File: config.mk
export PLATFORM = sky130hd
export DESIGN_NAME = format_spec_parser
export DESIGN_NICKNAME = d
export VERILOG_FILES = /design/src/hw/rtl/fsp_pkg.sv /design/src/hw/rtl/fsp_digit_acc.sv /design/src/hw/rtl/fsp_parse_core.sv /design/src/hw/rtl/format_spec_parser.sv
export SDC_FILE = /design/constraint.sdc
export NUM_CORES = 1
export LEC_CHECK = 0
export BUFFER_PORTS_ARGS = -buffer_cell sky130_fd_sc_hd__buf_2
export CAP_MARGIN = 20
export CORE_MARGIN = 10
export CORE_UTILIZATION = 50
export CTS_CLUSTER_DIAMETER = 60
export DETAILED_ROUTE_END_ITERATION = 10
export PLACE_DENSITY_LB_ADDON = 0.12
export SYNTH_ARGS = -nofsm -noshare
export SYNTH_HDL_FRONTEND = slang
export SYNTH_HIERARCHICAL = 1
export SYNTH_SLANG_ARGS = --single-unit
export TNS_END_PERCENT = 1
File: constraint.sdc
create_clock -name clk -period 10.36 [get_ports clk]
set_input_delay 1.554 -clock clk [delete_from_list [all_inputs] [get_ports clk]]
set_output_delay 1.554 -clock clk [all_outputs]
set_load 0.02 [all_outputs]
File: src/hw/rtl/fsp_pkg.sv
// Shared types and constants for the format specification parser.
package fsp_pkg;

    localparam int unsigned BYTE_W  = 8;
    localparam int unsigned FLAG_W  = 7;
    localparam int unsigned FIELD_W = 24;
    localparam int unsigned PREC_W  = 25;
    localparam int unsigned LEN_W   = 2;
    localparam int unsigned KIND_W  = 2;
    localparam int unsigned OUT_DATA_W = 72;

    localparam logic [FIELD_W-1:0] FIELD_LIMIT_RESET = 24'd1048576;

    typedef enum logic [3:0] {
        PH_TEXT        = 4'd0,
        PH_FLAGS       = 4'd1,
        PH_WIDTH       = 4'd2,
        PH_AFTER_WIDTH = 4'd3,
        PH_DOT         = 4'd4,
        PH_PREC        = 4'd5,
        PH_LENSEL      = 4'd6,
        PH_LEN_H       = 4'd7,
        PH_LEN_L       = 4'd8,
        PH_SPEC        = 4'd9
    } phase_t;

    localparam logic [KIND_W-1:0] KIND_LITERAL = 2'd0;
    localparam logic [KIND_W-1:0] KIND_CONV    = 2'd1;
    localparam logic [KIND_W-1:0] KIND_ERROR   = 2'd2;

    localparam logic ERR_RESOURCE   = 1'b0;
    localparam logic ERR_INCOMPLETE = 1'b1;

    localparam logic [LEN_W-1:0] LEN_NONE  = 2'd0;
    localparam logic [LEN_W-1:0] LEN_CHAR  = 2'd1;
    localparam logic [LEN_W-1:0] LEN_SHORT = 2'd2;
    localparam logic [LEN_W-1:0] LEN_LONG  = 2'd3;

    localparam logic [FLAG_W-1:0] FLAG_LEFT      = 7'h01;
    localparam logic [FLAG_W-1:0] FLAG_PLUS      = 7'h02;
    localparam logic [FLAG_W-1:0] FLAG_SPACE     = 7'h04;
    localparam logic [FLAG_W-1:0] FLAG_ZERO      = 7'h08;
    localparam logic [FLAG_W-1:0] FLAG_ALT       = 7'h10;
    localparam logic [FLAG_W-1:0] FLAG_STAR_WID  = 7'h20;
    localparam logic [FLAG_W-1:0] FLAG_STAR_PREC = 7'h40;

    localparam logic [BYTE_W-1:0] CH_PERCENT = 8'h25;
    localparam logic [BYTE_W-1:0] CH_STAR    = 8'h2A;
    localparam logic [BYTE_W-1:0] CH_MINUS   = 8'h2D;
    localparam logic [BYTE_W-1:0] CH_PLUS    = 8'h2B;
    localparam logic [BYTE_W-1:0] CH_SPACE   = 8'h20;
    localparam logic [BYTE_W-1:0] CH_HASH    = 8'h23;
    localparam logic [BYTE_W-1:0] CH_DOT     = 8'h2E;
    localparam logic [BYTE_W-1:0] CH_ZERO    = 8'h30;
    localparam logic [BYTE_W-1:0] CH_ONE     = 8'h31;
    localparam logic [BYTE_W-1:0] CH_NINE    = 8'h39;
    localparam logic [BYTE_W-1:0] CH_LOW_H   = 8'h68;
    localparam logic [BYTE_W-1:0] CH_LOW_L   = 8'h6C;
    localparam logic [BYTE_W-1:0] CH_LOW_J   = 8'h6A;
    localparam logic [BYTE_W-1:0] CH_LOW_Z   = 8'h7A;
    localparam logic [BYTE_W-1:0] CH_LOW_T   = 8'h74;
    localparam logic [BYTE_W-1:0] CH_UP_L    = 8'h4C;

    typedef struct packed {
        logic [KIND_W-1:0]  kind;
        logic [BYTE_W-1:0]  char_value;
        logic [FLAG_W-1:0]  flag_bits;
        logic [FIELD_W-1:0] field_width;
        logic [PREC_W-1:0]  field_precision;
        logic [LEN_W-1:0]   length_mod;
        logic               error_code;
        logic               last;
    } token_t;

endpackage

File: src/hw/rtl/fsp_digit_acc.sv
// Decimal accumulate step: value times ten plus one digit, checked against the limit.
module fsp_digit_acc
    import fsp_pkg::*;
(
    input  logic [FIELD_W-1:0] operand,
    input  logic [3:0]         digit,
    input  logic [FIELD_W-1:0] limit,
    output logic [FIELD_W-1:0] value,
    output logic               fits
);

    logic [FIELD_W+3:0] op_wide;
    logic [FIELD_W+3:0] sum;

    assign op_wide = {4'b0000, operand};
    assign sum     = (op_wide << 3) + (op_wide << 1) + {{FIELD_W{1'b0}}, digit};
    assign value   = sum[FIELD_W-1:0];
    assign fits    = (sum <= {4'b0000, limit});

endmodule

File: src/hw/rtl/fsp_parse_core.sv
// Parse state registers and the per-byte decision logic that forms one token.
module fsp_parse_core
    import fsp_pkg::*;
(
    input  logic               clk,
    input  logic               rst_n,
    input  logic               advance,
    input  logic [BYTE_W-1:0]  in_byte,
    input  logic               in_end,
    input  logic [FIELD_W-1:0] field_limit,
    output logic               tok_valid,
    output token_t             tok
);

    phase_t             phase_reg, phase_next;
    logic [FLAG_W-1:0]  flags_reg, flags_next;
    logic [FIELD_W-1:0] width_reg, width_next;
    logic [FIELD_W-1:0] pval_reg, pval_next;
    logic               ppres_reg, ppres_next;
    logic [LEN_W-1:0]   len_reg, len_next;
    logic               skip_reg, skip_next;

    logic [FIELD_W-1:0] acc_operand;
    logic [FIELD_W-1:0] acc_value;
    logic               acc_fits;
    logic               is_digit;
    logic               is_nonzero_digit;

    assign is_digit         = (in_byte >= CH_ZERO) && (in_byte <= CH_NINE);
    assign is_nonzero_digit = (in_byte >= CH_ONE) && (in_byte <= CH_NINE);

    always_comb
    begin
        case (phase_reg)
            PH_FLAGS: acc_operand = '0;
            PH_WIDTH: acc_operand = width_reg;
            default:  acc_operand = pval_reg;
        endcase
    end

    fsp_digit_acc u_digit_acc (
        .operand (acc_operand),
        .digit   (in_byte[3:0]),
        .limit   (field_limit),
        .value   (acc_value),
        .fits    (acc_fits)
    );

    always_comb
    begin
        logic go_after_width;
        logic go_len_spec;
        logic do_conv;
        logic do_resource;

        go_after_width = 1'b0;
        go_len_spec    = 1'b0;
        do_conv        = 1'b0;
        do_resource    = 1'b0;
        phase_next     = phase_reg;
        flags_next     = flags_reg;
        width_next     = width_reg;
        pval_next      = pval_reg;
        ppres_next     = ppres_reg;
        len_next       = len_reg;
        skip_next      = skip_reg;
        tok_valid      = 1'b0;
        tok            = '0;

        if (skip_reg)
        begin
            if (in_end)
            begin
                skip_next  = 1'b0;
                phase_next = PH_TEXT;
                flags_next = '0;
                width_next = '0;
                pval_next  = '0;
                ppres_next = 1'b0;
                len_next   = LEN_NONE;
            end
        end
        else
        begin
            unique case (phase_reg) inside
                PH_FLAGS:
                begin
                    if (in_byte == CH_MINUS)
                        flags_next = flags_reg | FLAG_LEFT;
                    else if (in_byte == CH_PLUS)
                        flags_next = flags_reg | FLAG_PLUS;
                    else if (in_byte == CH_SPACE)
                        flags_next = flags_reg | FLAG_SPACE;
                    else if (in_byte == CH_ZERO)
                        flags_next = flags_reg | FLAG_ZERO;
                    else if (in_byte == CH_HASH)
                        flags_next = flags_reg | FLAG_ALT;
                    else if (in_byte == CH_STAR)
                    begin
                        flags_next = flags_reg | FLAG_STAR_WID;
                        phase_next = PH_AFTER_WIDTH;
                    end
                    else if (is_nonzero_digit)
                    begin
                        if (!acc_fits)
                            do_resource = 1'b1;
                        else
                        begin
                            width_next = acc_value;
                            phase_next = PH_WIDTH;
                        end
                    end
                    else
                        go_after_width = 1'b1;
                end
                PH_WIDTH:
                begin
                    if (is_digit)
                    begin
                        if (!acc_fits)
                            do_resource = 1'b1;
                        else
                            width_next = acc_value;
                    end
                    else
                        go_after_width = 1'b1;
                end
                PH_AFTER_WIDTH:
                    go_after_width = 1'b1;
                PH_DOT, PH_PREC:
                begin
                    if ((phase_reg == PH_DOT) && (in_byte == CH_STAR))
                    begin
                        flags_next = flags_reg | FLAG_STAR_PREC;
                        ppres_next = 1'b0;
                        pval_next  = '0;
                        phase_next = PH_LENSEL;
                    end
                    else if (is_digit)
                    begin
                        if (!acc_fits)
                            do_resource = 1'b1;
                        else
                        begin
                            pval_next  = acc_value;
                            phase_next = PH_PREC;
                        end
                    end
                    else
                        go_len_spec = 1'b1;
                end
                PH_LENSEL:
                    go_len_spec = 1'b1;
                PH_LEN_H:
                begin
                    if (in_byte == CH_LOW_H)
                    begin
                        len_next   = LEN_CHAR;
                        phase_next = PH_SPEC;
                    end
                    else
                    begin
                        len_next = LEN_SHORT;
                        do_conv  = 1'b1;
                    end
                end
                PH_LEN_L:
                begin
                    len_next = LEN_LONG;
                    if (in_byte == CH_LOW_L)
                        phase_next = PH_SPEC;
                    else
                        do_conv = 1'b1;
                end
                PH_SPEC:
                    do_conv = 1'b1;
                default:
                begin
                    if ((in_byte == CH_PERCENT) && !in_end)
                    begin
                        flags_next = '0;
                        width_next = '0;
                        pval_next  = '0;
                        ppres_next = 1'b0;
                        len_next   = LEN_NONE;
                        phase_next = PH_FLAGS;
                    end
                    else
                    begin
                        phase_next     = PH_TEXT;
                        tok_valid      = 1'b1;
                        tok.kind       = KIND_LITERAL;
                        tok.char_value = in_byte;
                    end
                end
            endcase

            if (go_after_width)
            begin
                if (in_byte == CH_DOT)
                begin
                    ppres_next = 1'b1;
                    pval_next  = '0;
                    phase_next = PH_DOT;
                end
                else
                    go_len_spec = 1'b1;
            end

            if (go_len_spec)
            begin
                if (in_byte == CH_LOW_H)
                    phase_next = PH_LEN_H;
                else if (in_byte == CH_LOW_L)
                    phase_next = PH_LEN_L;
                else if ((in_byte == CH_LOW_J) || (in_byte == CH_LOW_Z) ||
                         (in_byte == CH_LOW_T) || (in_byte == CH_UP_L))
                begin
                    len_next   = LEN_LONG;
                    phase_next = PH_SPEC;
                end
                else
                    do_conv = 1'b1;
            end

            if (do_conv)
            begin
                tok_valid           = 1'b1;
                tok.kind            = KIND_CONV;
                tok.char_value      = in_byte;
                tok.flag_bits       = flags_next;
                tok.field_width     = width_next;
                tok.field_precision = ppres_next ? {1'b0, pval_next} : '1;
                tok.length_mod      = len_next;
            end

            if (do_resource)
            begin
                tok_valid      = 1'b1;
                tok.kind       = KIND_ERROR;
                tok.error_code = ERR_RESOURCE;
                skip_next      = 1'b1;
            end

            if (do_conv || do_resource)
            begin
                phase_next = PH_TEXT;
                flags_next = '0;
                width_next = '0;
                pval_next  = '0;
                ppres_next = 1'b0;
                len_next   = LEN_NONE;
            end

            if (in_end)
            begin
                if (!tok_valid)
                begin
                    tok_valid      = 1'b1;
                    tok            = '0;
                    tok.kind       = KIND_ERROR;
                    tok.error_code = ERR_INCOMPLETE;
                end
                tok.last   = 1'b1;
                skip_next  = 1'b0;
                phase_next = PH_TEXT;
                flags_next = '0;
                width_next = '0;
                pval_next  = '0;
                ppres_next = 1'b0;
                len_next   = LEN_NONE;
            end
        end
    end

    always_ff @(posedge clk or negedge rst_n)
    begin
        if (!rst_n)
        begin
            phase_reg <= PH_TEXT;
            flags_reg <= '0;
            width_reg <= '0;
            pval_reg  <= '0;
            ppres_reg <= 1'b0;
            len_reg   <= LEN_NONE;
            skip_reg  <= 1'b0;
        end
        else if (advance)
        begin
            phase_reg <= phase_next;
            flags_reg <= flags_next;
            width_reg <= width_next;
            pval_reg  <= pval_next;
            ppres_reg <= ppres_next;
            len_reg   <= len_next;
            skip_reg  <= skip_next;
        end
    end

endmodule

File: src/hw/rtl/format_spec_parser.sv
// Top level of the format specification parser: input register, parser and token register.
//
// The block reads a format string one byte per transaction on the s_axis channel
// (tdata holds the byte, tlast marks the final byte of the string) and writes
// tokens on the m_axis channel: a literal byte, a finished conversion or an error.
// tuser carries the token kind and tlast is set on the token caused by the final byte.
// Bytes inside a specification produce no token until its specifier byte arrives,
// unless a number exceeds the limit or the string ends. A byte is registered on
// acceptance and its token, if any, enters the output register once that register is free.
// One byte is taken every cycle unless stalled; the parse state is updated by a single pass
// of logic whose longest path is the multiply by ten and compare against the limit.
// When the receiver holds m_tready low the token stays in the output register,
// and once the input register is also full s_tready drops until the token leaves.
// Reset clears the parse state to plain text, empties both registers and sets
// the limit to 1048576. cfg_we writes cfg_wdata into the limit on any edge and
// is meant for use while no string is in flight.
module format_spec_parser
    import fsp_pkg::*;
(
    input  logic                    clk,
    input  logic                    rst_n,
    input  logic                    cfg_we,
    input  logic [FIELD_W-1:0]      cfg_wdata,
    input  logic                    s_axis_tvalid,
    output logic                    s_axis_tready,
    input  logic [BYTE_W-1:0]       s_axis_tdata,   // [7:0] format_byte
    input  logic                    s_axis_tlast,
    output logic                    m_axis_tvalid,
    input  logic                    m_axis_tready,
    output logic [OUT_DATA_W-1:0]   m_axis_tdata,   // [7:0] char_value, [14:8] flag_bits,
                                                    // [38:15] field_width,
                                                    // [63:39] field_precision,
                                                    // [65:64] length_mod, [66] error_code,
                                                    // [71:67] zero
    output logic [KIND_W-1:0]       m_axis_tuser,   // [1:0] token_kind
    output logic                    m_axis_tlast
);

    logic [FIELD_W-1:0] limit_reg;
    logic               in_valid_reg;
    logic [BYTE_W-1:0]  in_byte_reg;
    logic               in_end_reg;
    logic               out_valid_reg;
    token_t             out_tok_reg;
    logic               advance;
    logic               tok_valid;
    token_t             tok;

    assign advance       = in_valid_reg && (!out_valid_reg || m_axis_tready);
    assign s_axis_tready = !in_valid_reg || advance;

    always_ff @(posedge clk or negedge rst_n)
    begin
        if (!rst_n)
            limit_reg <= FIELD_LIMIT_RESET;
        else if (cfg_we)
            limit_reg <= cfg_wdata;
    end

    always_ff @(posedge clk or negedge rst_n)
    begin
        if (!rst_n)
            in_valid_reg <= 1'b0;
        else if (s_axis_tready)
            in_valid_reg <= s_axis_tvalid;
    end

    always_ff @(posedge clk)
    begin
        if (s_axis_tready && s_axis_tvalid)
        begin
            in_byte_reg <= s_axis_tdata;
            in_end_reg  <= s_axis_tlast;
        end
    end

    fsp_parse_core u_core (
        .clk         (clk),
        .rst_n       (rst_n),
        .advance     (advance),
        .in_byte     (in_byte_reg),
        .in_end      (in_end_reg),
        .field_limit (limit_reg),
        .tok_valid   (tok_valid),
        .tok         (tok)
    );

    always_ff @(posedge clk or negedge rst_n)
    begin
        if (!rst_n)
            out_valid_reg <= 1'b0;
        else if (advance)
            out_valid_reg <= tok_valid;
        else if (m_axis_tready)
            out_valid_reg <= 1'b0;
    end

    always_ff @(posedge clk)
    begin
        if (advance && tok_valid)
            out_tok_reg <= tok;
    end

    assign m_axis_tvalid = out_valid_reg;
    assign m_axis_tuser  = out_tok_reg.kind;
    assign m_axis_tlast  = out_tok_reg.last;
    assign m_axis_tdata  = {5'b00000,
                            out_tok_reg.error_code,
                            out_tok_reg.length_mod,
                            out_tok_reg.field_precision,
                            out_tok_reg.field_width,
                            out_tok_reg.flag_bits,
                            out_tok_reg.char_value};

endmodule

==> metrics.txt <==
status=finished clean; Placed Area=0.01123 mm2; wirelength, routed=30,340 um; hold_buf cts=0; DP Worst Slack=1.787 ns; Final Instance Area=0.01187 mm2; CTS Buffer Depth=2; top cells by count, synth=o21ai_0 (100), dfrtp_1 (88), nor2_1 (85), edfxtp_1 (79), a21oi_1 (77); Post-DRT Antenna Nets=0; input/output buffers=109; PD cells=131.6 mW/mm2; Slew headroom=0.2348; die area=0.02730 mm2; Clock transition at path regs=0.08 ns; Root Driver=clkbuf_16; HPWL Detailed=21,530 um; Worst-Margin Slew=1.144 ns; die outline width=165.2 um; cell depth of the worst flop-to-flop path=29; DR vias/cell=6.191; final worst-path cycle share=0.8140; top-count cell post-synth=o21ai_0; worst setup margin=1.927 ns; final setup fails=0; Post-CTS Repair Setup Buffers=0; WHS Path Cells=1; final hold vios=0; worst-path fanout max=44; Power Internal=1.131 mW; #FFs+latches synth=168; Flop pwr share=0.480; vias in the first global route=8,546; hold slack=0.4940 ns; slowest stage cell, crit path=nand2_1; Switching Fraction=0.2759; CTS tree=built; Sinks on Clock Net=168; Synth cell types=85; Max stage delay on crit path=0.79 ns; minimum clock period=8.433 ns; EDFF count, synth=79; layout cells sized above 1=0.1785; drt first pass iters=5; antenna cells=0; max-slew violation count=0; Worst EP required=10.48 ns; Worst Hold Class=reg2reg; MaxCap Viol Count=0; Peak Freq=0.1186 GHz; H-tree depth=4; worst vdd ir=0.1085 mV; first-pass GRT wire length=47,930 um; Psw=0.4309 mW; Seq/Total Area, Yosys=0.4363; RSZ-0062 raised after global routing=no; Remaining DRCs=0; placed insts=1,379; Final Core Density=0.5681; vias=8,741; Post-Syn Area=0.01054 mm2; top-area cell type share of the netlist area=0.2250; max reg flops=67; largest net degree at the start of global routing=58; post-route clock skew=0.01113 ns; crit end category=flip-flop; IO Count=115; synthesized instance count=1,052; Main synth FF type=dfrtp_1; area leader, netlist=edfxtp_1; Gate power share=0.092; Nets=1,235; WL/cell=21.49 um; Initial DRC Count=734; Syn Area/Cell=10.02 um2; Num CTS Buffers=17; Leak=5.118 nW; synth warn=6; Initial Utilization=0.5048; total gr overflow=0; Area Overhead vs Synth=12.55%; GP Congestion=0.9005; all-layer global routing usage=0.2227; row count=53; # fillers=1,846; post_cts resized=0; Core Region=0.02089 mm2; Worst Path Class, Setup=reg2reg; Arrival @ worst endpoint=8.55 ns; power share of the clock group=0.427; clk_lat worst skew=0.43 ns; top cells by area, synth=edfxtp_1 (22%), dfrtp_1 (21%), ha_1 (8.4%); Synth async-reset ratio=0.5298; initial antenna violation count=0; fin cells=1,412; setup_tns=0 ns; Worst Setup Start Kind=flip-flop; Worst path most repeated cell=a21oi_1; Die Height=165.2 um; Overall Power=1.562 mW
-- critical path, delay by kind of cell (launching register included) --
family | cells | cell delay, ns
simple gates | 10 | 3.19
compound gates | 12 | 2.26
fa+ha+maj | 3 | 1.22
flops | 1 | 0.75
buf+inv | 3 | 0.47
xor+xnor | 1 | 0.19
-- cells in the final DEF, fill, tap and decap left out, drive strengths merged, types with 5 or more instances in the layout --
cell	instances
conb	5
ha	71
nand3	13
and2	5
o21a	7
nand2b	7
or3	6
nand2	68
a22o	50
a21oi	78
a31oi	8
o211ai	8
nor3	13
buf	122
inv	54
nand4	18
a21o	9
o31ai	5
edfxtp	79
a32o	5
nor3b	14
a22oi	27
a211oi	5
mux2	25
nor2	86
xnor2	14
xor2	7
clkbuf	17
dfrtp	88
nor2b	10
a21boi	25
clkinv	6
o21ai	104
-- power groups by stage --
| stage | clock (mW) | combinational, mW | sequential [mW] |
|---|---|---|---|
| after floorplan | 0 | 0.0726 | 0.782 |
| after global placement | 0 | 0.143 | 0.763 |
| after detailed placement | 0 | 0.145 | 0.764 |
| after CTS | 0.681 | 0.146 | 0.751 |
| after global routing | 0.711 | 0.157 | 0.755 |
| final | 0.667 | 0.144 | 0.750 |
-- worst paths after layout --
path | from | to | slack [ns]
worst min register to register | u_core/flags_reg[5] | u_core/flags_reg[5] | 0.49
min in group asynchronous | rst_n | limit_reg[21] | 1.07
max in group asynchronous | rst_n | u_core/phase_reg[0] | 8.17
worst min-delay path | u_core/flags_reg[5] | u_core/flags_reg[5] | 0.49
worst max register to register | u_core/phase_reg[3] | m_axis_tdata[17] | 1.93
worst max-delay path | u_core/phase_reg[3] | m_axis_tdata[17] | 1.93
-- layer usage --
metal,wire length [um],global-route usage,share of wire
met4,746,0.07890,0.025
met2,13700,0.3336,0.45
met1,13690,0.3099,0.45
met3,2204,0.05057,0.073
met5,0,0,0
-- cell type report --
| class | count | area (um2) | area share |
|---|---|---|---|
| Sequential cell | 168 | 4601 | 0.3877 |
| Multi-Input combinational cell | 769 | 5464 | 0.4604 |
| Timing Repair Buffer | 122 | 665.6 | 0.05609 |
| Inverter | 46 | 172.7 | 0.01455 |
| Tap cell | 275 | 344.1 | 0.02899 |
| Clock inverter | 15 | 195.2 | 0.01645 |
| Clock buffer | 17 | 425.4 | 0.03585 |
-- cells by family after synthesis --
logic type / after synthesis / synth area share
AOI/OAI and AO/OA: 370 / 0.2358
and+or+nand+nor: 273 / 0.1339
DFF: 168 / 0.4363
buffers and inverters: 119 / 0.05209
adders and majority gates: 73 / 0.08805
muxes: 27 / 0.03607
xor gates and xnor gates: 21 / 0.01744
other: 1 / 0.0003557
Power figures use the tool's default switching activity.
